===== config.mk =====
export PLATFORM = sky130hd
export DESIGN_NAME = paired_line_pixel_stepper_core
export DESIGN_NICKNAME = d
export VERILOG_FILES = /design/src/plps_pkg.sv /design/src/plps_datapath.sv /design/src/plps_ctrl.sv /design/src/paired_line_pixel_stepper_core.sv
export VERILOG_INCLUDE_DIRS = /design/src /design/src/src
export SDC_FILE = /design/constraint.sdc
export NUM_CORES = 1
export LEC_CHECK = 0
export BUFFER_PORTS_ARGS = -buffer_cell sky130_fd_sc_hd__buf_4
export CAP_MARGIN = 20
export CORE_MARGIN = 4
export CORE_UTILIZATION = 40
export CTS_BUF_LIST = sky130_fd_sc_hd__clkbuf_4
export DETAILED_ROUTE_END_ITERATION = 7
export GPL_TIMING_DRIVEN = 0
export PLACE_DENSITY_LB_ADDON = 0.3
export SETUP_SLACK_MARGIN = 0.5
export SYNTH_ARGS = -nofsm -noshare
export SYNTH_HDL_FRONTEND = slang
export SYNTH_HIERARCHICAL = 1
export SYNTH_SLANG_ARGS = --single-unit
export TNS_END_PERCENT = 5

===== constraint.sdc =====
create_clock -name clk_i -period 7.5 [get_ports clk_i]
set_input_delay 0.375 -clock clk_i [delete_from_list [all_inputs] [get_ports clk_i]]
set_output_delay 0.375 -clock clk_i [all_outputs]
set_load 0.005 [all_outputs]

===== src/paired_line_pixel_stepper_core_defines.svh =====
// Assertion macros shared by the line stepper modules.
`ifndef PAIRED_LINE_PIXEL_STEPPER_CORE_DEFINES_SVH
`define PAIRED_LINE_PIXEL_STEPPER_CORE_DEFINES_SVH

// The consequent must hold in the same cycle as the antecedent.
`define PLPS_ASSERT_SAME(lbl, clk, rst_n, ante, cons, msg) \
  lbl: assert property (@(posedge clk) disable iff (!rst_n) (ante) |-> (cons)) \
    else $error(msg);

// The consequent must hold in the cycle after the antecedent.
`define PLPS_ASSERT_NEXT(lbl, clk, rst_n, ante, cons, msg) \
  lbl: assert property (@(posedge clk) disable iff (!rst_n) (ante) |=> (cons)) \
    else $error(msg);

`endif


===== src/plps_pkg.sv =====
package plps_pkg;

  // Coordinate width of the input endpoints and offsets.
  localparam int CoordW   = 13;
  localparam int PosW     = CoordW + 1;
  localparam int ErrW     = CoordW + 5;
  localparam int DecW     = CoordW + 3;
  localparam int StepW    = 3;
  localparam int StepMax  = 4;
  localparam int ScrW     = 13;
  localparam int ScrMax   = 4096;
  localparam int OffW     = 12;
  localparam int OutW     = 12;
  localparam int CfgIdxW  = 2;
  localparam int CfgDataW = 13;

  // Compare width for four times the span against up to three screen sizes.
  localparam int CmpW = (CoordW + 2 > ScrW + 2) ? CoordW + 2 : ScrW + 2;
  // Width of a coordinate after the screen offset is added.
  localparam int PxW  = (PosW > OffW + 1) ? PosW + 1 : OffW + 2;

  // Division by three through a reciprocal, exact for any CoordW-bit value.
  localparam int DivShift = CoordW + 4;
  localparam int RecipW   = CoordW + 3;
  localparam int Recip3   = (1 << DivShift) / 3 + 1;
  localparam int ProdW    = CoordW + RecipW;

  localparam int ScrWidthRst  = 640;
  localparam int ScrHeightRst = 480;

  localparam logic OpStart = 1'b0;

  typedef logic signed [CoordW-1:0] coord_t;
  typedef logic signed [CoordW:0]   delta_t;
  typedef logic        [CoordW-1:0] mag_t;
  typedef logic signed [PosW-1:0]   pos_t;
  typedef logic signed [ErrW-1:0]   err_t;
  typedef logic        [DecW-1:0]   dec_t;
  typedef logic        [StepW-1:0]  step_t;
  typedef logic        [ScrW-1:0]   scr_t;
  typedef logic        [OffW-1:0]   off_t;
  typedef logic        [OutW-1:0]   out_t;
  typedef logic        [CmpW-1:0]   cmp_t;
  typedef logic signed [PxW-1:0]    px_t;
  typedef logic        [RecipW-1:0] recip_t;
  typedef logic        [ProdW-1:0]  prod_t;
  typedef logic        [CfgIdxW-1:0]  cfg_idx_t;
  typedef logic        [CfgDataW-1:0] cfg_data_t;

  typedef enum logic [CfgIdxW-1:0] {
    CFG_SCREEN_WIDTH  = 2'd0,
    CFG_SCREEN_HEIGHT = 2'd1,
    CFG_X_OFFSET      = 2'd2,
    CFG_Y_OFFSET      = 2'd3
  } plps_cfg_idx_e;

  typedef enum logic [3:0] {
    ST_IDLE,
    ST_DECODE,
    ST_SETUP1,
    ST_SETUP2,
    ST_SETUP3,
    ST_SETUP4,
    ST_ADVANCE,
    ST_ADJUST,
    ST_EMIT
  } plps_state_e;

  // Commands from the controller to the datapath.
  typedef struct packed {
    logic load;
    logic setup1;
    logic setup2;
    logic setup3;
    logic setup4;
    logic advance;
    logic adjust;
    logic emit;
  } plps_cmd_t;

  // Status from the datapath to the controller.
  typedef struct packed {
    logic op_start;
    logic steps_zero;
    logic err_neg;
    logic out_free;
  } plps_status_t;

  // Effective configuration seen by the datapath.
  typedef struct packed {
    scr_t eff_width;
    scr_t eff_height;
    off_t x_offset;
    off_t y_offset;
  } plps_cfg_t;

  // One clipped output point.
  typedef struct packed {
    out_t x;
    out_t y;
    logic on_screen;
  } plps_point_t;

endpackage


===== src/plps_datapath.sv =====
`include "paired_line_pixel_stepper_core_defines.svh"

module plps_datapath (
  input  logic                   clk_i,
  input  logic                   rst_ni,
  input  plps_pkg::plps_cmd_t    cmd_i,
  output plps_pkg::plps_status_t status_o,
  input  plps_pkg::plps_cfg_t    cfg_i,
  input  logic                   op_i,
  input  plps_pkg::coord_t       from_x_i,
  input  plps_pkg::coord_t       from_y_i,
  input  plps_pkg::coord_t       to_x_i,
  input  plps_pkg::coord_t       to_y_i,
  input  plps_pkg::coord_t       pair_dx_i,
  input  plps_pkg::coord_t       pair_dy_i,
  input  logic                   out_stall_i,
  output logic                   out_valid_o,
  output plps_pkg::out_t         first_x_o,
  output plps_pkg::out_t         first_y_o,
  output logic                   first_inside_o,
  output plps_pkg::out_t         second_x_o,
  output plps_pkg::out_t         second_y_o,
  output logic                   second_inside_o,
  output logic                   done_res_o
);

  // Latched input item.
  logic             op_q;
  plps_pkg::coord_t fx_q, fy_q, tx_q, ty_q, pdx_q, pdy_q;

  // Spans of the first line, from the first setup cycle.
  plps_pkg::mag_t adx_q, ady_q;
  logic           dx_neg_q, dx_pos_q, dy_neg_q, dy_pos_q;

  // Line state.
  plps_pkg::pos_t  one_x_q, one_y_q, two_x_q, two_y_q;
  logic            major_x_q, minor_neg_q;
  plps_pkg::step_t step_q;
  plps_pkg::err_t  err_q;
  plps_pkg::dec_t  dec_q;
  plps_pkg::mag_t  inc_q, minor_q, steps_q;

  // Output register.
  logic                  out_valid_q;
  plps_pkg::plps_point_t first_q, second_q;
  logic                  done_q;

  // Setup cycle one: signed spans and their magnitudes.
  plps_pkg::delta_t dx, dy;
  plps_pkg::mag_t   adx, ady;

  always_comb begin
    dx  = plps_pkg::delta_t'(tx_q) - plps_pkg::delta_t'(fx_q);
    dy  = plps_pkg::delta_t'(ty_q) - plps_pkg::delta_t'(fy_q);
    adx = dx[plps_pkg::CoordW] ? plps_pkg::mag_t'(-dx) : plps_pkg::mag_t'(dx);
    ady = dy[plps_pkg::CoordW] ? plps_pkg::mag_t'(-dy) : plps_pkg::mag_t'(dy);
  end

  // Setup cycle two: pick the major axis and order the endpoints.
  logic             major_x, swapped, minor_neg;
  plps_pkg::coord_t start_x, start_y;
  plps_pkg::mag_t   span, minor;

  always_comb begin
    major_x   = adx_q > ady_q;
    swapped   = major_x ? dx_neg_q : dy_neg_q;
    start_x   = swapped ? tx_q : fx_q;
    start_y   = swapped ? ty_q : fy_q;
    span      = major_x ? adx_q : ady_q;
    minor     = major_x ? ady_q : adx_q;
    if (major_x) begin
      minor_neg = swapped ? !dy_neg_q : !dy_pos_q;
    end else begin
      minor_neg = swapped ? !dx_neg_q : !dx_pos_q;
    end
  end

  // Setup cycle three: the major step is floor(4*span/screen)+1, capped at four.
  plps_pkg::scr_t  screen;
  plps_pkg::cmp_t  span4, scr1, scr2, scr3;
  plps_pkg::step_t step_d;

  always_comb begin
    screen = major_x_q ? cfg_i.eff_width : cfg_i.eff_height;
    span4  = plps_pkg::cmp_t'({inc_q, 2'b00});
    scr1   = plps_pkg::cmp_t'(screen);
    scr2   = plps_pkg::cmp_t'({screen, 1'b0});
    scr3   = scr1 + scr2;
    step_d = plps_pkg::step_t'(1)
           + plps_pkg::step_t'(span4 >= scr1)
           + plps_pkg::step_t'(span4 >= scr2)
           + plps_pkg::step_t'(span4 >= scr3);
  end

  // Setup cycle four: step count and error decrement for the chosen step.
  plps_pkg::mag_t  span_m1, div3, steps_d;
  plps_pkg::prod_t prod;
  plps_pkg::dec_t  dec_d;

  always_comb begin
    span_m1 = (inc_q == '0) ? '0 : plps_pkg::mag_t'(inc_q - plps_pkg::mag_t'(1));
    prod    = plps_pkg::prod_t'(span_m1)
            * plps_pkg::prod_t'(plps_pkg::recip_t'(plps_pkg::Recip3));
    div3    = plps_pkg::mag_t'(prod >> plps_pkg::DivShift);
    unique case (step_q)
      plps_pkg::step_t'(1): begin
        steps_d = span_m1;
        dec_d   = plps_pkg::dec_t'(minor_q);
      end
      plps_pkg::step_t'(2): begin
        steps_d = span_m1 >> 1;
        dec_d   = plps_pkg::dec_t'({minor_q, 1'b0});
      end
      plps_pkg::step_t'(3): begin
        steps_d = div3;
        dec_d   = plps_pkg::dec_t'(minor_q) + plps_pkg::dec_t'({minor_q, 1'b0});
      end
      plps_pkg::step_t'(4): begin
        steps_d = span_m1 >> 2;
        dec_d   = plps_pkg::dec_t'({minor_q, 2'b00});
      end
      default: begin
        steps_d = '0;
        dec_d   = '0;
      end
    endcase
  end

  // Stepping increments along the major and minor axes.
  plps_pkg::pos_t step_s, minor_dir;

  always_comb begin
    step_s    = plps_pkg::pos_t'(step_q);
    minor_dir = minor_neg_q ? '1 : plps_pkg::pos_t'(1);
  end

  // Offset a point and clip it against the screen.
  function automatic plps_pkg::plps_point_t clip_point(
    input plps_pkg::pos_t x,
    input plps_pkg::pos_t y,
    input plps_pkg::plps_cfg_t cfg
  );
    plps_pkg::px_t         px, py;
    logic                  in_x, in_y;
    plps_pkg::plps_point_t pt;
    px           = plps_pkg::px_t'(x) + plps_pkg::px_t'(cfg.x_offset);
    py           = plps_pkg::px_t'(y) + plps_pkg::px_t'(cfg.y_offset);
    in_x         = !px[plps_pkg::PxW-1] && (px < plps_pkg::px_t'(cfg.eff_width));
    in_y         = !py[plps_pkg::PxW-1] && (py < plps_pkg::px_t'(cfg.eff_height));
    pt.on_screen = in_x && in_y;
    pt.x         = pt.on_screen ? px[plps_pkg::OutW-1:0] : '0;
    pt.y         = pt.on_screen ? py[plps_pkg::OutW-1:0] : '0;
    return pt;
  endfunction

  // Input latch and span registers.
  always_ff @(posedge clk_i) begin
    if (cmd_i.load) begin
      op_q  <= op_i;
      fx_q  <= from_x_i;
      fy_q  <= from_y_i;
      tx_q  <= to_x_i;
      ty_q  <= to_y_i;
      pdx_q <= pair_dx_i;
      pdy_q <= pair_dy_i;
    end
    if (cmd_i.setup1) begin
      adx_q    <= adx;
      ady_q    <= ady;
      dx_neg_q <= dx[plps_pkg::CoordW];
      dx_pos_q <= !dx[plps_pkg::CoordW] && (dx != '0);
      dy_neg_q <= dy[plps_pkg::CoordW];
      dy_pos_q <= !dy[plps_pkg::CoordW] && (dy != '0);
    end
  end

  // Line state: setup loads it, advance and adjust walk it.
  always_ff @(posedge clk_i or negedge rst_ni) begin
    if (!rst_ni) begin
      one_x_q     <= '0;
      one_y_q     <= '0;
      two_x_q     <= '0;
      two_y_q     <= '0;
      major_x_q   <= 1'b0;
      minor_neg_q <= 1'b0;
      step_q      <= plps_pkg::step_t'(1);
      err_q       <= '0;
      dec_q       <= '0;
      inc_q       <= '0;
      minor_q     <= '0;
      steps_q     <= '0;
    end else begin
      if (cmd_i.setup2) begin
        one_x_q     <= plps_pkg::pos_t'(start_x);
        one_y_q     <= plps_pkg::pos_t'(start_y);
        two_x_q     <= plps_pkg::pos_t'(start_x) + plps_pkg::pos_t'(pdx_q);
        two_y_q     <= plps_pkg::pos_t'(start_y) + plps_pkg::pos_t'(pdy_q);
        major_x_q   <= major_x;
        minor_neg_q <= minor_neg;
        inc_q       <= span;
        minor_q     <= minor;
        err_q       <= plps_pkg::err_t'(span >> 1);
      end
      if (cmd_i.setup3) begin
        step_q <= step_d;
      end
      if (cmd_i.setup4) begin
        steps_q <= steps_d;
        dec_q   <= dec_d;
      end
      if (cmd_i.advance) begin
        steps_q <= steps_q - plps_pkg::mag_t'(1);
        err_q   <= err_q - plps_pkg::err_t'(dec_q);
        if (major_x_q) begin
          one_x_q <= one_x_q + step_s;
          two_x_q <= two_x_q + step_s;
        end else begin
          one_y_q <= one_y_q + step_s;
          two_y_q <= two_y_q + step_s;
        end
      end
      if (cmd_i.adjust) begin
        err_q <= err_q + plps_pkg::err_t'(inc_q);
        if (major_x_q) begin
          one_y_q <= one_y_q + minor_dir;
          two_y_q <= two_y_q + minor_dir;
        end else begin
          one_x_q <= one_x_q + minor_dir;
          two_x_q <= two_x_q + minor_dir;
        end
      end
    end
  end

  // Output register valid flag.
  always_ff @(posedge clk_i or negedge rst_ni) begin
    if (!rst_ni) begin
      out_valid_q <= 1'b0;
    end else if (cmd_i.emit) begin
      out_valid_q <= 1'b1;
    end else if (!out_stall_i) begin
      out_valid_q <= 1'b0;
    end
  end

  // Output register payload.
  always_ff @(posedge clk_i) begin
    if (cmd_i.emit) begin
      first_q  <= clip_point(one_x_q, one_y_q, cfg_i);
      second_q <= clip_point(two_x_q, two_y_q, cfg_i);
      done_q   <= (steps_q == '0);
    end
  end

  // Status back to the controller.
  always_comb begin
    status_o.op_start   = (op_q == plps_pkg::OpStart);
    status_o.steps_zero = (steps_q == '0);
    status_o.err_neg    = err_q[plps_pkg::ErrW-1] && (inc_q != '0);
    status_o.out_free   = !out_valid_q || !out_stall_i;
  end

  assign out_valid_o     = out_valid_q;
  assign first_x_o       = first_q.x;
  assign first_y_o       = first_q.y;
  assign first_inside_o  = first_q.on_screen;
  assign second_x_o      = second_q.x;
  assign second_y_o      = second_q.y;
  assign second_inside_o = second_q.on_screen;
  assign done_res_o      = done_q;

  // A point is only emitted once the error term is back in range.
  `PLPS_ASSERT_SAME(a_emit_err_settled, clk_i, rst_ni, cmd_i.emit, !err_q[plps_pkg::ErrW-1], "emit with negative error term")
  // The major step stays between one and four.
  `PLPS_ASSERT_SAME(a_step_range, clk_i, rst_ni, 1'b1, (step_q != '0) && (step_q <= plps_pkg::step_t'(plps_pkg::StepMax)), "major step out of range")

endmodule


===== src/plps_ctrl.sv =====
`include "paired_line_pixel_stepper_core_defines.svh"

module plps_ctrl (
  input  logic                   clk_i,
  input  logic                   rst_ni,
  input  logic                   in_valid_i,
  output logic                   in_stall_o,
  input  plps_pkg::plps_status_t status_i,
  output plps_pkg::plps_cmd_t    cmd_o
);

  plps_pkg::plps_state_e state_q, state_d;

  // State register.
  always_ff @(posedge clk_i or negedge rst_ni) begin
    if (!rst_ni) begin
      state_q <= plps_pkg::ST_IDLE;
    end else begin
      state_q <= state_d;
    end
  end

  // Next state.
  always_comb begin
    state_d = state_q;
    unique case (state_q)
      plps_pkg::ST_IDLE: begin
        if (in_valid_i) begin
          state_d = plps_pkg::ST_DECODE;
        end
      end
      plps_pkg::ST_DECODE: begin
        priority if (status_i.op_start) begin
          state_d = plps_pkg::ST_SETUP1;
        end else if (status_i.steps_zero) begin
          state_d = plps_pkg::ST_IDLE;
        end else begin
          state_d = plps_pkg::ST_ADVANCE;
        end
      end
      plps_pkg::ST_SETUP1:  state_d = plps_pkg::ST_SETUP2;
      plps_pkg::ST_SETUP2:  state_d = plps_pkg::ST_SETUP3;
      plps_pkg::ST_SETUP3:  state_d = plps_pkg::ST_SETUP4;
      plps_pkg::ST_SETUP4:  state_d = plps_pkg::ST_IDLE;
      plps_pkg::ST_ADVANCE: state_d = plps_pkg::ST_ADJUST;
      plps_pkg::ST_ADJUST: begin
        if (!status_i.err_neg) begin
          state_d = plps_pkg::ST_EMIT;
        end
      end
      plps_pkg::ST_EMIT: begin
        if (status_i.out_free) begin
          state_d = plps_pkg::ST_IDLE;
        end
      end
      default: state_d = plps_pkg::ST_IDLE;
    endcase
  end

  // Commands to the datapath.
  always_comb begin
    cmd_o = '0;
    unique case (state_q)
      plps_pkg::ST_IDLE:    cmd_o.load    = in_valid_i;
      plps_pkg::ST_SETUP1:  cmd_o.setup1  = 1'b1;
      plps_pkg::ST_SETUP2:  cmd_o.setup2  = 1'b1;
      plps_pkg::ST_SETUP3:  cmd_o.setup3  = 1'b1;
      plps_pkg::ST_SETUP4:  cmd_o.setup4  = 1'b1;
      plps_pkg::ST_ADVANCE: cmd_o.advance = 1'b1;
      plps_pkg::ST_ADJUST:  cmd_o.adjust  = status_i.err_neg;
      plps_pkg::ST_EMIT:    cmd_o.emit    = status_i.out_free;
      default:              cmd_o         = '0;
    endcase
  end

  assign in_stall_o = (state_q != plps_pkg::ST_IDLE);

  // At most one datapath command per cycle.
  `PLPS_ASSERT_SAME(a_cmd_onehot, clk_i, rst_ni, 1'b1, $onehot0(cmd_o), "several datapath commands at once")
  // A step is only advanced when steps remain.
  `PLPS_ASSERT_SAME(a_advance_has_steps, clk_i, rst_ni, state_q == plps_pkg::ST_ADVANCE, !status_i.steps_zero, "advance with no steps left")

endmodule


===== src/paired_line_pixel_stepper_core.sv =====
// Channel   Handshake                 Payload
// in        in_valid_i / in_stall_o   op, from_x/y, to_x/y, pair_dx/dy
// out       out_valid_o / out_stall_i first_x/y/inside, second_x/y/inside, done_res
// cfg       cfg_valid_i / cfg_ready_o cfg_index_i, cfg_data_i
//
// Start item: decode and four setup states before the next accept.
// Step item: decode, advance, an adjust pass for each minor-axis move (up to the major
// step) made by the single error-term adder that walks those moves, then emit.
// A step with nothing left is dropped after decode and gives no result.
// A result waits in the output register; a full register stalled downstream holds
// the next step in its emit state. Reset clears control, step count and output valid.

module paired_line_pixel_stepper_core (
  input  logic                clk_i,
  input  logic                rst_ni,
  input  logic                in_valid_i,
  output logic                in_stall_o,
  input  logic                op_i,
  input  plps_pkg::coord_t    from_x_i,
  input  plps_pkg::coord_t    from_y_i,
  input  plps_pkg::coord_t    to_x_i,
  input  plps_pkg::coord_t    to_y_i,
  input  plps_pkg::coord_t    pair_dx_i,
  input  plps_pkg::coord_t    pair_dy_i,
  output logic                out_valid_o,
  input  logic                out_stall_i,
  output plps_pkg::out_t      first_x_o,
  output plps_pkg::out_t      first_y_o,
  output logic                first_inside_o,
  output plps_pkg::out_t      second_x_o,
  output plps_pkg::out_t      second_y_o,
  output logic                second_inside_o,
  output logic                done_res_o,
  input  logic                cfg_valid_i,
  output logic                cfg_ready_o,
  input  plps_pkg::cfg_idx_t  cfg_index_i,
  input  plps_pkg::cfg_data_t cfg_data_i
);

  plps_pkg::scr_t         width_q, height_q;
  plps_pkg::off_t         xoff_q, yoff_q;
  plps_pkg::plps_cfg_t    cfg;
  plps_pkg::plps_cmd_t    cmd;
  plps_pkg::plps_status_t status;

  // Screen size of zero counts as one, above the maximum as the maximum.
  function automatic plps_pkg::scr_t eff_size(input plps_pkg::scr_t size);
    plps_pkg::scr_t r;
    priority if (size == '0) begin
      r = plps_pkg::scr_t'(1);
    end else if (size > plps_pkg::scr_t'(plps_pkg::ScrMax)) begin
      r = plps_pkg::scr_t'(plps_pkg::ScrMax);
    end else begin
      r = size;
    end
    return r;
  endfunction

  assign cfg_ready_o = 1'b1;

  // Configuration registers.
  always_ff @(posedge clk_i or negedge rst_ni) begin
    if (!rst_ni) begin
      width_q  <= plps_pkg::scr_t'(plps_pkg::ScrWidthRst);
      height_q <= plps_pkg::scr_t'(plps_pkg::ScrHeightRst);
      xoff_q   <= '0;
      yoff_q   <= '0;
    end else if (cfg_valid_i && cfg_ready_o) begin
      unique case (cfg_index_i)
        plps_pkg::CFG_SCREEN_WIDTH:  width_q  <= plps_pkg::scr_t'(cfg_data_i);
        plps_pkg::CFG_SCREEN_HEIGHT: height_q <= plps_pkg::scr_t'(cfg_data_i);
        plps_pkg::CFG_X_OFFSET:      xoff_q   <= plps_pkg::off_t'(cfg_data_i);
        plps_pkg::CFG_Y_OFFSET:      yoff_q   <= plps_pkg::off_t'(cfg_data_i);
        default: ;
      endcase
    end
  end

  always_comb begin
    cfg.eff_width  = eff_size(width_q);
    cfg.eff_height = eff_size(height_q);
    cfg.x_offset   = xoff_q;
    cfg.y_offset   = yoff_q;
  end

  plps_ctrl u_ctrl (
    .clk_i      (clk_i),
    .rst_ni     (rst_ni),
    .in_valid_i (in_valid_i),
    .in_stall_o (in_stall_o),
    .status_i   (status),
    .cmd_o      (cmd)
  );

  plps_datapath u_datapath (
    .clk_i           (clk_i),
    .rst_ni          (rst_ni),
    .cmd_i           (cmd),
    .status_o        (status),
    .cfg_i           (cfg),
    .op_i            (op_i),
    .from_x_i        (from_x_i),
    .from_y_i        (from_y_i),
    .to_x_i          (to_x_i),
    .to_y_i          (to_y_i),
    .pair_dx_i       (pair_dx_i),
    .pair_dy_i       (pair_dy_i),
    .out_stall_i     (out_stall_i),
    .out_valid_o     (out_valid_o),
    .first_x_o       (first_x_o),
    .first_y_o       (first_y_o),
    .first_inside_o  (first_inside_o),
    .second_x_o      (second_x_o),
    .second_y_o      (second_y_o),
    .second_inside_o (second_inside_o),
    .done_res_o      (done_res_o)
  );

endmodule


==> results_dict.tcl, run 1 <==
set metrics [dict create \
    postSynthNetCount 4085 \
    drtAntennaViolNets 0 \
    status "complete, no violations" \
    yosysWarnings 6 \
    dr.pass1.iters 6 \
    main_combinational_cell_family_by_area_after_synthesis "compound AO/OA/AOI/OAI gates" \
    synthArstFlopShare 0.540 \
    synth_xor_area_frac 0.0533 \
    number_of_pins_exceeding_their_max_slew_limit_in_the_final_report 0 \
    die_height_um 290 \
    worstPathBufferInverterCount 5 \
    clock_tree.buffer_depth 3 \
    floorplan.initialDensity 0.407 \
    average_size_of_a_mapped_cell_um2 9.00 \
    floorplan.die_area_mm2 0.0839 \
    io_buffers 151 \
    detailedPlacementHpwl_mm 79.3 \
    crit_path_cell_trace "or4_4 -> nor3_2 -> mux2i_2 -> inv_2 -> ha_1 -> inv_1 -> fa_2 -> inv_2 -> fa_2 -> fa_1 -> inv_1 -> fa_1 -> inv_1 -> ha_1 -> a21o_1 -> a21oi_2 -> a311oi_2 -> a22o_1 -> nor3_2 -> o32ai_1 -> a2111oi_2 -> nor3_1" \
    timing.max_cap.violations 0 \
    timing.max_slew.rel_slack 0.267 \
    die_width_um 290 \
    antenna_violations_before_repair 2 \
    synth_enable_flop_cells 160 \
    synth.lib_cells_used.distinct 96 \
    post_synthesis_compound_gate_area_fraction 0.214 \
    post_synth_and_or_nand_nor_area_fraction 0.151 \
    rr_endpoint "u_datapath/steps_q[10]" \
    fraction_of_the_mapped_netlist_area_in_adder_cells 0.199 \
    avgViaCountPerCell 5.73 \
    multiInputGateArea_mm2 0.0207 \
    pin_count_of_the_biggest_net_entering_global_routing 105 \
    grtUsageTotal 0.239 \
    setup_ws_ps 767 \
    cts_tree "built" \
    timing.critical_path.mode_cell "inv_1" \
    critical_path.max_fanout 10 \
    core_area_mm2 0.0780 \
    syn-cell-area_mm2 0.0317 \
    most_instantiated_flip_flop_cell_in_the_synthesis_netlist "dfrtp_1" \
    cts_made_buffers 102 \
    num_rows 102 \
    final-seq-area_mm2 0.00953 \
    drive_gt1_frac 0.125 \
    reg2reg_slack_ps 770 \
    fin_worst_skew_ps 73.7 \
    synth_cells 3523 \
    cts_max_level 3 \
    setup.worst_path.class "flip-flop to flip-flop" \
    cp_data_arrival_time_ps 7480 \
    global_route_wire_length_before_repair_mm 157 \
    post_drt_wl_per_cell_um 20.4 \
    num_io_pins 153 \
    number_of_flip_flops_and_latches_in_the_synthesized_netlist 348 \
    worst_r2r_path_depth 22 \
    rsz_0062_raised_after_global_routing "yes" \
    final-hold-violation-count 0 \
    startpoint_type "flip-flop" \
    drt_iter0_drc 2227 \
    worst_path_max_delay_cell "or4_4" \
    max_stage_delay_ps 660 \
    clock_insertion_delay_worst_skew_ps 940 \
    clk_transition_reported_paths_ps 70 \
    cts.sinks 348 \
    worst_r2r_startpoint "u_datapath/inc_q[6]" \
    seq_area_frac_synth 0.300 \
    nFillCells 7515 \
    highest_clock_rate_mhz 149 \
    timing.final.crit_period_ps 6730 \
    finalNetCount 4460 \
    slew_worst_pin_ps 1090 \
    routed_wirelength_mm 102 \
    hold_path_class "input port to asynchronous set/reset pin" \
    gr-total-overflow 0 \
    vias 28800 \
    setup_viol 0 \
    via_count_of_the_first_global_routing_pass 27900 \
    ctsRootBufferMaster "clkbuf_4" \
    layout_worst_path_cycle_share 0.898 \
    critPathRequiredTime_ps 8250 \
    cp-end-kind "flip-flop" \
    pre_cts_ws_ps -31.6 \
    critical_path.top_delay_family "adder cells" \
    drc 0 \
    post_synth_mux_area_share 0.0324 \
    areaGrowthSynthToFinish_pct 16.2 \
    global_placement_routability_congestion 0.945 \
]
-- flip-flops by register name (all words and copies together) (netlist names), 13 cells and up --
register and cells:
u_datapath/inc_q 13, u_datapath/pdy_q 13, u_datapath/adx_q 13, u_datapath/tx_q 13, u_datapath/fx_q 13, u_datapath/ady_q 13
u_datapath/steps_q 13, u_datapath/err_q 18, u_datapath/two_x_q 14, u_datapath/one_y_q 14, u_datapath/ty_q 13, u_datapath/pdx_q 13
width_q 13, u_datapath/one_x_q 14, u_datapath/dec_q 15, height_q 13, u_datapath/two_y_q 14, u_datapath/fy_q 13
u_datapath/minor_q 13
-- final cells by class --
| class | count | area share |
|---|---|---|
| Antenna cell | 1 | 0.0000679 |
| Clock inverter | 40 | 0.00523 |
| Clock buffer | 150 | 0.0305 |
| Tap cell | 1040 | 0.0353 |
| Buffer | 109 | 0.0123 |
| Multi-Input combinational cell | 2761 | 0.563 |
| Timing Repair Buffer | 271 | 0.0643 |
| Sequential cell | 348 | 0.258 |
| Inverter | 305 | 0.0311 |
-- cell families (layout without fill, tap and decap cells) --
| group | Yosys count | after routing |
|---|---|---|
| DFF | 348 | 348 |
| other | 1 | 2 |
| muxes | 95 | 95 |
| xor gates and xnor gates | 193 | 193 |
| and+or+nand+nor | 980 | 980 |
| buffers and inverters | 414 | 875 |
| AOI/OAI and AO/OA | 1029 | 1029 |
| adders and majority gates | 463 | 463 |
-- placed cells by master (no fill, tap or decap), types with 93 or more instances in the layout --
cell type and count:
ha_1 392, inv_1 299, nor2_1 291, a21oi_1 277, nand2_1 225, o21ai_0 202, dfrtp_1 175, buf_4 167
edfxtp_1 160, clkbuf_4 150, dlygate4sd3_1 102, xnor2_1 98, xor2_1 95, nand3_1 93
-- worst max-delay path by stage --
stage / slack [ps] / depth (start not counted) / start / end
final: 770 / 22 / u_datapath/inc_q[6] / u_datapath/steps_q[10]
after global routing: 460 / 24 / u_datapath/inc_q[4] / u_datapath/steps_q[5]
after CTS: 430 / 23 / u_datapath/inc_q[4] / u_datapath/steps_q[10]
after detailed placement: -30 / 22 / u_datapath/inc_q[5] / u_datapath/steps_q[10]
after global placement: -20 / 22 / u_datapath/inc_q[5] / u_datapath/steps_q[10]
after floorplan: 950 / 23 / u_datapath/inc_q[0] / u_datapath/steps_q[10]
-- per-layer routing --
layer / vias to the layer above / GRT usage / wire length [um]
li1: 13700 / - / -
met1: 13900 / 0.307 / 44000
met2: 966 / 0.405 / 48400
met3: 237 / 0.0392 / 6120
met4: 0 / 0.0935 / 4040
met5: - / 0 / 0
-- synthesized netlist by cell type (60+ instances only) --
cell type | n | area [um2]
nand2_1 | 225 | 845
xor2_1 | 95 | 832
edfxtp_1 | 160 | 4800
mux2_2 | 60 | 676
dfrtp_1 | 181 | 4530
nor3_1 | 81 | 405
nor2_1 | 294 | 1100
fa_1 | 69 | 1380
ha_1 | 394 | 4930
a21o_1 | 78 | 586
inv_1 | 303 | 1140
xnor2_1 | 98 | 858
nor2b_1 | 65 | 407
clkbuf_1 | 86 | 323
o21ai_0 | 203 | 1020
a21oi_1 | 279 | 1400
nand3_1 | 93 | 465
-- per-stage QoR --
step	setup TNS, ps	cells	hold WS [ps]	util	area, um2
final	0	5025	85.6	0.473	36900
after global routing	0	5025	111	0.473	36900
after CTS	0	5016	37.1	0.471	36700
after detailed placement	-31.6	4720	442	0.440	34300
after global placement	-16.2	4714	481	0.438	34100
after floorplan	0	3523	79.4	-	31700
-- what timing repair did --
action / CTS / global route
setup buffers: 4 / 8
gates resized for setup: 15 / 27
endpoints found under the hold margin: 220 / 0
hold buffers: 102 / 0
pin swaps: 1 / 2
setup endpoints to repair: 11 / 12
Power of run 1 is left out: the tool's default activity adds up to more than one toggle a clock period on the data nets, which glitch-free logic cannot reach.
==> run 2, diff against run 1 <==
clock period = 5.75 ns   (was 7.5 ns; I/O delays follow)
==> run 2 against run 1 <==
The run now ends with design-rule violations, negative setup slack left; clock-buffer cell count rose by 5; worst setup slack got worse by 1400 ps; fmax rose by 5.5%; hold slack got worse by 40 ps; global-route usage rose by 0.45 points; non-clock buffer count rose by 40; die area did not move; sequential share of layout area fell by 0.58 points; first-iteration DRC count barely moved; sequential cell count did not move.
==> results_dict.tcl, run 2 (synthesis results as in run 1) <==
set metrics [dict create \
    status "finished, violations left" \
    failed_checks "design-rule violations, negative setup slack" \
    timing.critical_path.mode_cell "inv_2" \
    setup.worst_path.class "flip-flop to flip-flop" \
    die_height_um 290 \
    layout.cells.most_common "ha_1" \
    areaGrowthSynthToFinish_pct 19.0 \
    number_of_pins_exceeding_their_max_slew_limit_in_the_final_report 0 \
    final-hold-violation-count 0 \
    cts_max_level 3 \
    cts_tree "built" \
    setup_viol 12 \
    setup_ws_ps -632 \
    met3_usage 0.0367 \
    detailedPlacementHpwl_mm 78.9 \
    via_count_of_the_first_global_routing_pass 28300 \
    avgViaCountPerCell 5.72 \
    nFillCells 7418 \
    num_io_pins 153 \
    max_stage_delay_ps 570 \
    routed_wirelength_mm 104 \
    critPathRequiredTime_ps 6490 \
    drive_gt1_frac 0.146 \
    crit_path_cell_trace "buf_6 -> or4_4 -> nor3_4 -> mux2i_4 -> inv_2 -> ha_4 -> inv_4 -> fa_2 -> inv_2 -> fa_2 -> fa_1 -> inv_1 -> fa_1 -> inv_2 -> ha_4 -> a21o_1 -> a21oi_4 -> a311oi_4 -> a22o_1 -> nor3_2 -> o32ai_2 -> a2111oi_4 -> nor3_1" \
    global_route_wire_length_before_repair_mm 160 \
    highest_clock_rate_mhz 157 \
    floorplan.die_area_mm2 0.0839 \
    num_rows 102 \
    reg.largest.list "u_datapath/err_q: 18 flops, u_datapath/dec_q: 15 flops" \
    floorplan.initialDensity 0.407 \
    grtUsageTotal 0.244 \
    hold_path_class "input port to asynchronous set/reset pin" \
    hold_ws_ps 45.7 \
    vias 29000 \
    timing.final.crit_period_ps 6380 \
    max_flop_register "u_datapath/err_q" \
    grt.busiest_layer "met2" \
    dr.pass1.iters 8 \
    gr-total-overflow 0 \
    post_drt_wl_per_cell_um 20.5 \
    fin_worst_skew_ps 62.5 \
    cts.sinks 348 \
    clock_insertion_delay_worst_skew_ps 910 \
    worst_path_max_delay_cell "or4_4" \
    drtAntennaViolNets 0 \
    cp-end-kind "flip-flop" \
    slew_worst_pin_ps 1180 \
    core_area_mm2 0.0780 \
    pin_count_of_the_biggest_net_entering_global_routing 99 \
    clock_tree.buffer_depth 3 \
    drc 8 \
    cp_data_arrival_time_ps 7120 \
    io_buffers 151 \
    rsz_0062_raised_after_global_routing "yes" \
    drt_iter0_drc 2225 \
    clk_transition_reported_paths_ps 70 \
    timing.max_slew.rel_slack 0.210 \
    global_placement_routability_congestion 0.941 \
    finalNetCount 4501 \
    max_reg_flops 18 \
    critical_path.max_fanout 8 \
    fraction_of_met1_tracks_used_by_global_routing 0.314 \
    mostFrequentLayoutCells "ha_1, inv_1, nor2_1, a21oi_1, nand2_1" \
    layout_worst_path_cycle_share 1.11 \
    startpoint_type "flip-flop" \
    antenna_violations_before_repair 2 \
    ctsRootBufferMaster "clkbuf_4" \
    fin_util 0.484 \
    timing.max_cap.violations 0 \
    die_width_um 290 \
    cts_made_buffers 103 \
    grtUsageMet2 0.412 \
]
==> run 2: cell types whose count changed in the layout (fill, tap and decap cells not counted), moves of 9 or more <==
cell,before,now
ha_4,0,9
dlygate4sd3_1,102,122
clkbuf_1,85,76
buf_4,167,185
ha_1,392,382
==> run 2: what timing repair did <==
| item | 4_1_cts | 5_1_grt |
|---|---|---|
| resized for setup | 75 | 41 |
| setup buffers | 32 | 0 |
| hold endpoints to repair | 244 | 0 |
| endpoints found under the setup margin | 21 | 56 |
| pin swaps | 32 | 4 |
| hold buffers | 122 | 0 |
==> run 2: worst max-delay path, delay by kind of cell, from the launching register on <==
family                     cells  cell delay, ps
muxes                          1             310
DFF                            1             410
buffers and inverters          6             430
and+or+nand+nor                4            1180
AOI/OAI and AO/OA              6            1280
adders and majority gates      6            2610
==> run 2: path summary, 6_finish.rpt <==
kind	start	end	slack (ps)	cells after the start
max in group asynchronous	rst_ni	width_q[7]	4640	3
hold reg to reg	u_datapath/dec_q[11]	u_datapath/dec_q[11]	520	2
setup reg to reg	u_datapath/inc_q[4]	u_datapath/steps_q[10]	-630	23
hold / removal	rst_ni	u_datapath/out_valid_o	50	2
min in group clk_i	pair_dx_i[4]	u_datapath/pdx_q[4]	110	2
setup / recovery	u_datapath/inc_q[4]	u_datapath/steps_q[10]	-630	23
==> run 2: per-stage QoR <==
step / setup slack (ps) / std cells / TNS [ps] / area, um2
after floorplan: -245 / 3523 / -935 / 31900
after global placement: -1290 / 4714 / -13300 / 34300
after detailed placement: -1320 / 4720 / -13680 / 34500
after CTS: -555 / 5065 / -4870 / 37600
after global routing: -818 / 5067 / -8180 / 37700
final: -632 / 5067 / -5500 / 37700
==> run 2: layer usage <==
layer  wire (um)  up-vias
met5           0        -
met4        4430        0
li1            -    13800
met2       49200     1005
met3        6090      252
met1       44400    13900
==> run 2: cell type report <==
| type | count | area [um2] | share of cell area |
|---|---|---|---|
| antenna | 2 | 5.00 | 0.000133 |
| tap | 1040 | 1300 | 0.0345 |
| multi-input combinational | 2761 | 21100 | 0.560 |
| buffer | 109 | 492 | 0.0130 |
| inverter | 305 | 1150 | 0.0305 |
| clock buffer | 155 | 1160 | 0.0308 |
| sequential | 348 | 9530 | 0.253 |
| clock inverter | 36 | 218 | 0.00577 |
| timing repair buffer | 311 | 2740 | 0.0725 |
Power of run 2 is left out for the same reason.
==> run 3, diff against run 2 <==
CTS_BUF_LIST = default   (was sky130_fd_sc_hd__clkbuf_4)
clock period = 6.2 ns   (was 5.75 ns; I/O delays follow)
==> run 3 against run 2 <==
The run ends with negative setup slack left; fmax is 0.97% higher; non-clock buffer count is 34 lower; worst setup slack better by 510 ps; highest routed layer unchanged.
==> results_dict.tcl, run 3 (synthesis results as in run 1) <==
set metrics [dict create \
    global_placement_routability_congestion 0.941 \
    post_drt_wl_per_cell_um 20.8 \
    detailedPlacementHpwl_mm 78.9 \
    max_flop_register "u_datapath/err_q" \
    layout_worst_path_cycle_share 1.02 \
    critical_path.max_fanout 8 \
    number_of_pins_exceeding_their_max_slew_limit_in_the_final_report 0 \
    failed_checks "negative setup slack" \
    drc 0 \
    num_rows 102 \
    via_count_of_the_first_global_routing_pass 27400 \
    status "finished, violations left" \
    areaGrowthSynthToFinish_pct 17.8 \
    placed_cells 4720 \
    nFillCells 7434 \
    antenna_cells 0 \
    cp-end-kind "flip-flop" \
    startpoint_type "flip-flop" \
    io_buffers 151 \
    clock_tree.buffer_depth 3 \
    critPathRequiredTime_ps 6680 \
    startpoint "u_datapath/inc_q[4]" \
    setup.worst_path.class "flip-flop to flip-flop" \
    highest_clock_rate_mhz 158 \
    cts_max_level 2 \
    die_width_um 290 \
    antenna_violations_before_repair 1 \
    worst_r2r_startpoint "u_datapath/inc_q[4]" \
    global_route_wire_length_before_repair_mm 157 \
    vias 28500 \
    grtUsageTotal 0.240 \
    core_area_mm2 0.0780 \
    cts_made_buffers 44 \
    gr-total-overflow 0 \
    floorplan.die_area_mm2 0.0839 \
    rsz_0062_raised_after_global_routing "yes" \
    layout.cells.most_common "ha_1" \
    reg.largest.list "u_datapath/err_q: 18 flops, u_datapath/dec_q: 15 flops" \
    slew_worst_pin_ps 1260 \
    final-hold-violation-count 0 \
    cts.sinks 348 \
    worst_r2r_path_depth 24 \
    fin_worst_skew_ps 25.6 \
    timing.max_cap.violations 0 \
    die_height_um 290 \
    ctsRootBufferMaster "clkbuf_16" \
    timing.max_slew.rel_slack 0.156 \
    instances_no_fill 4920 \
    timing.final.crit_period_ps 6320 \
    setup_viol 3 \
    drt_iter0_drc 2184 \
    drtAntennaViolNets 0 \
    fin_setup_tns_ps -199 \
    reg2reg_slack_ps -120 \
    critPathCapture "u_datapath/steps_q[9]" \
    pin_count_of_the_biggest_net_entering_global_routing 99 \
    mostFrequentLayoutCells "ha_1, inv_1, nor2_1, a21oi_1, nand2_1" \
    finalNetCount 4408 \
    clock_insertion_delay_worst_skew_ps 600 \
    max_reg_flops 18 \
    routed_wirelength_mm 102 \
    avgViaCountPerCell 5.79 \
    rr_endpoint "u_datapath/steps_q[9]" \
    clk_transition_reported_paths_ps 60 \
    floorplan.initialDensity 0.407 \
    drive_gt1_frac 0.118 \
    setup_ws_ps -121 \
    num_io_pins 153 \
    cts_tree "built" \
    cp_data_arrival_time_ps 6800 \
    dr.pass1.iters 6 \
    hold_path_class "input port to flip-flop" \
]
==> run 3: final cells by class <==
class / instances / area (um2) / area share
Multi-Input combinational cell: 2761 / 21000 / 0.563
Tap cell: 1040 / 1300 / 0.0348
Timing Repair Buffer: 277 / 2410 / 0.0644
Sequential cell: 348 / 9530 / 0.255
Inverter: 305 / 1150 / 0.0308
Clock buffer: 59 / 1230 / 0.0330
Clock inverter: 21 / 249 / 0.00666
Buffer: 109 / 468 / 0.0125
==> run 3: how the worst min path moves through the flow <==
stage | start | endpoint | slack, ps | cells past startpoint
3_5_place_dp | rst_ni | u_datapath/out_valid_o | 430 | 1
2_1_floorplan | rst_ni | height_q[0] | 10 | 0
6_report | cfg_data_i[6] | yoff_q[6] | 30 | 2
5_1_grt | cfg_data_i[6] | width_q[6] | 9 | 2
4_1_cts | cfg_data_i[7] | xoff_q[7] | 7 | 2
3_3_place_gp | u_datapath/dec_q[10] | u_datapath/dec_q[10] | 470 | 2
==> run 3: stage by stage <==
stage / setup slack, ps / hold WS [ps] / instance area (um2) / util
2_1_floorplan: 205 / 14.4 / 31900 / -
3_3_place_gp: -842 / 474 / 34300 / 0.440
3_5_place_dp: -874 / 432 / 34500 / 0.442
4_1_cts: -86.4 / 6.77 / 37300 / 0.479
5_1_grt: -334 / 9.22 / 37400 / 0.479
6_report: -121 / 31.0 / 37400 / 0.479
==> run 3: layer usage <==
layer | vias up | track usage | share of wire
met2 | 1004 | 0.407 | 0.47
met3 | 211 | 0.0288 | 0.061
met4 | 0 | 0.0860 | 0.041
met5 | - | 0 | 0
li1 | 13600 | - | -
met1 | 13700 | 0.316 | 0.43
==> run 3: worst max-delay path, cell delays in order (launching register included) <==
cell      delay, ps
dfrtp_2         410
buf_6           140
or4_4           570
nor3_4          240
mux2i_4         300
inv_2            90
ha_4            290
inv_4            40
fa_2            570
inv_2            60
fa_2            490
fa_1            490
inv_1            50
fa_1            520
inv_2            50
ha_4            230
a21o_1          190
a21oi_4         170
a311oi_4        140
a22o_1          230
buf_4           150
nor2_4          130
mux2i_2         260
a32oi_1         130
o211a_1         240
==> run 3: repair_timing <==
item / 4_1_cts / 5_1_grt
resized for setup: 51 / 8
endpoints found under the hold margin: 205 / 0
hold buffers: 89 / 0
pin swaps: 25 / 4
buffers inserted: 31 / 0
setup endpoints to repair: 13 / 20
Power of run 3 is left out for the same reason.
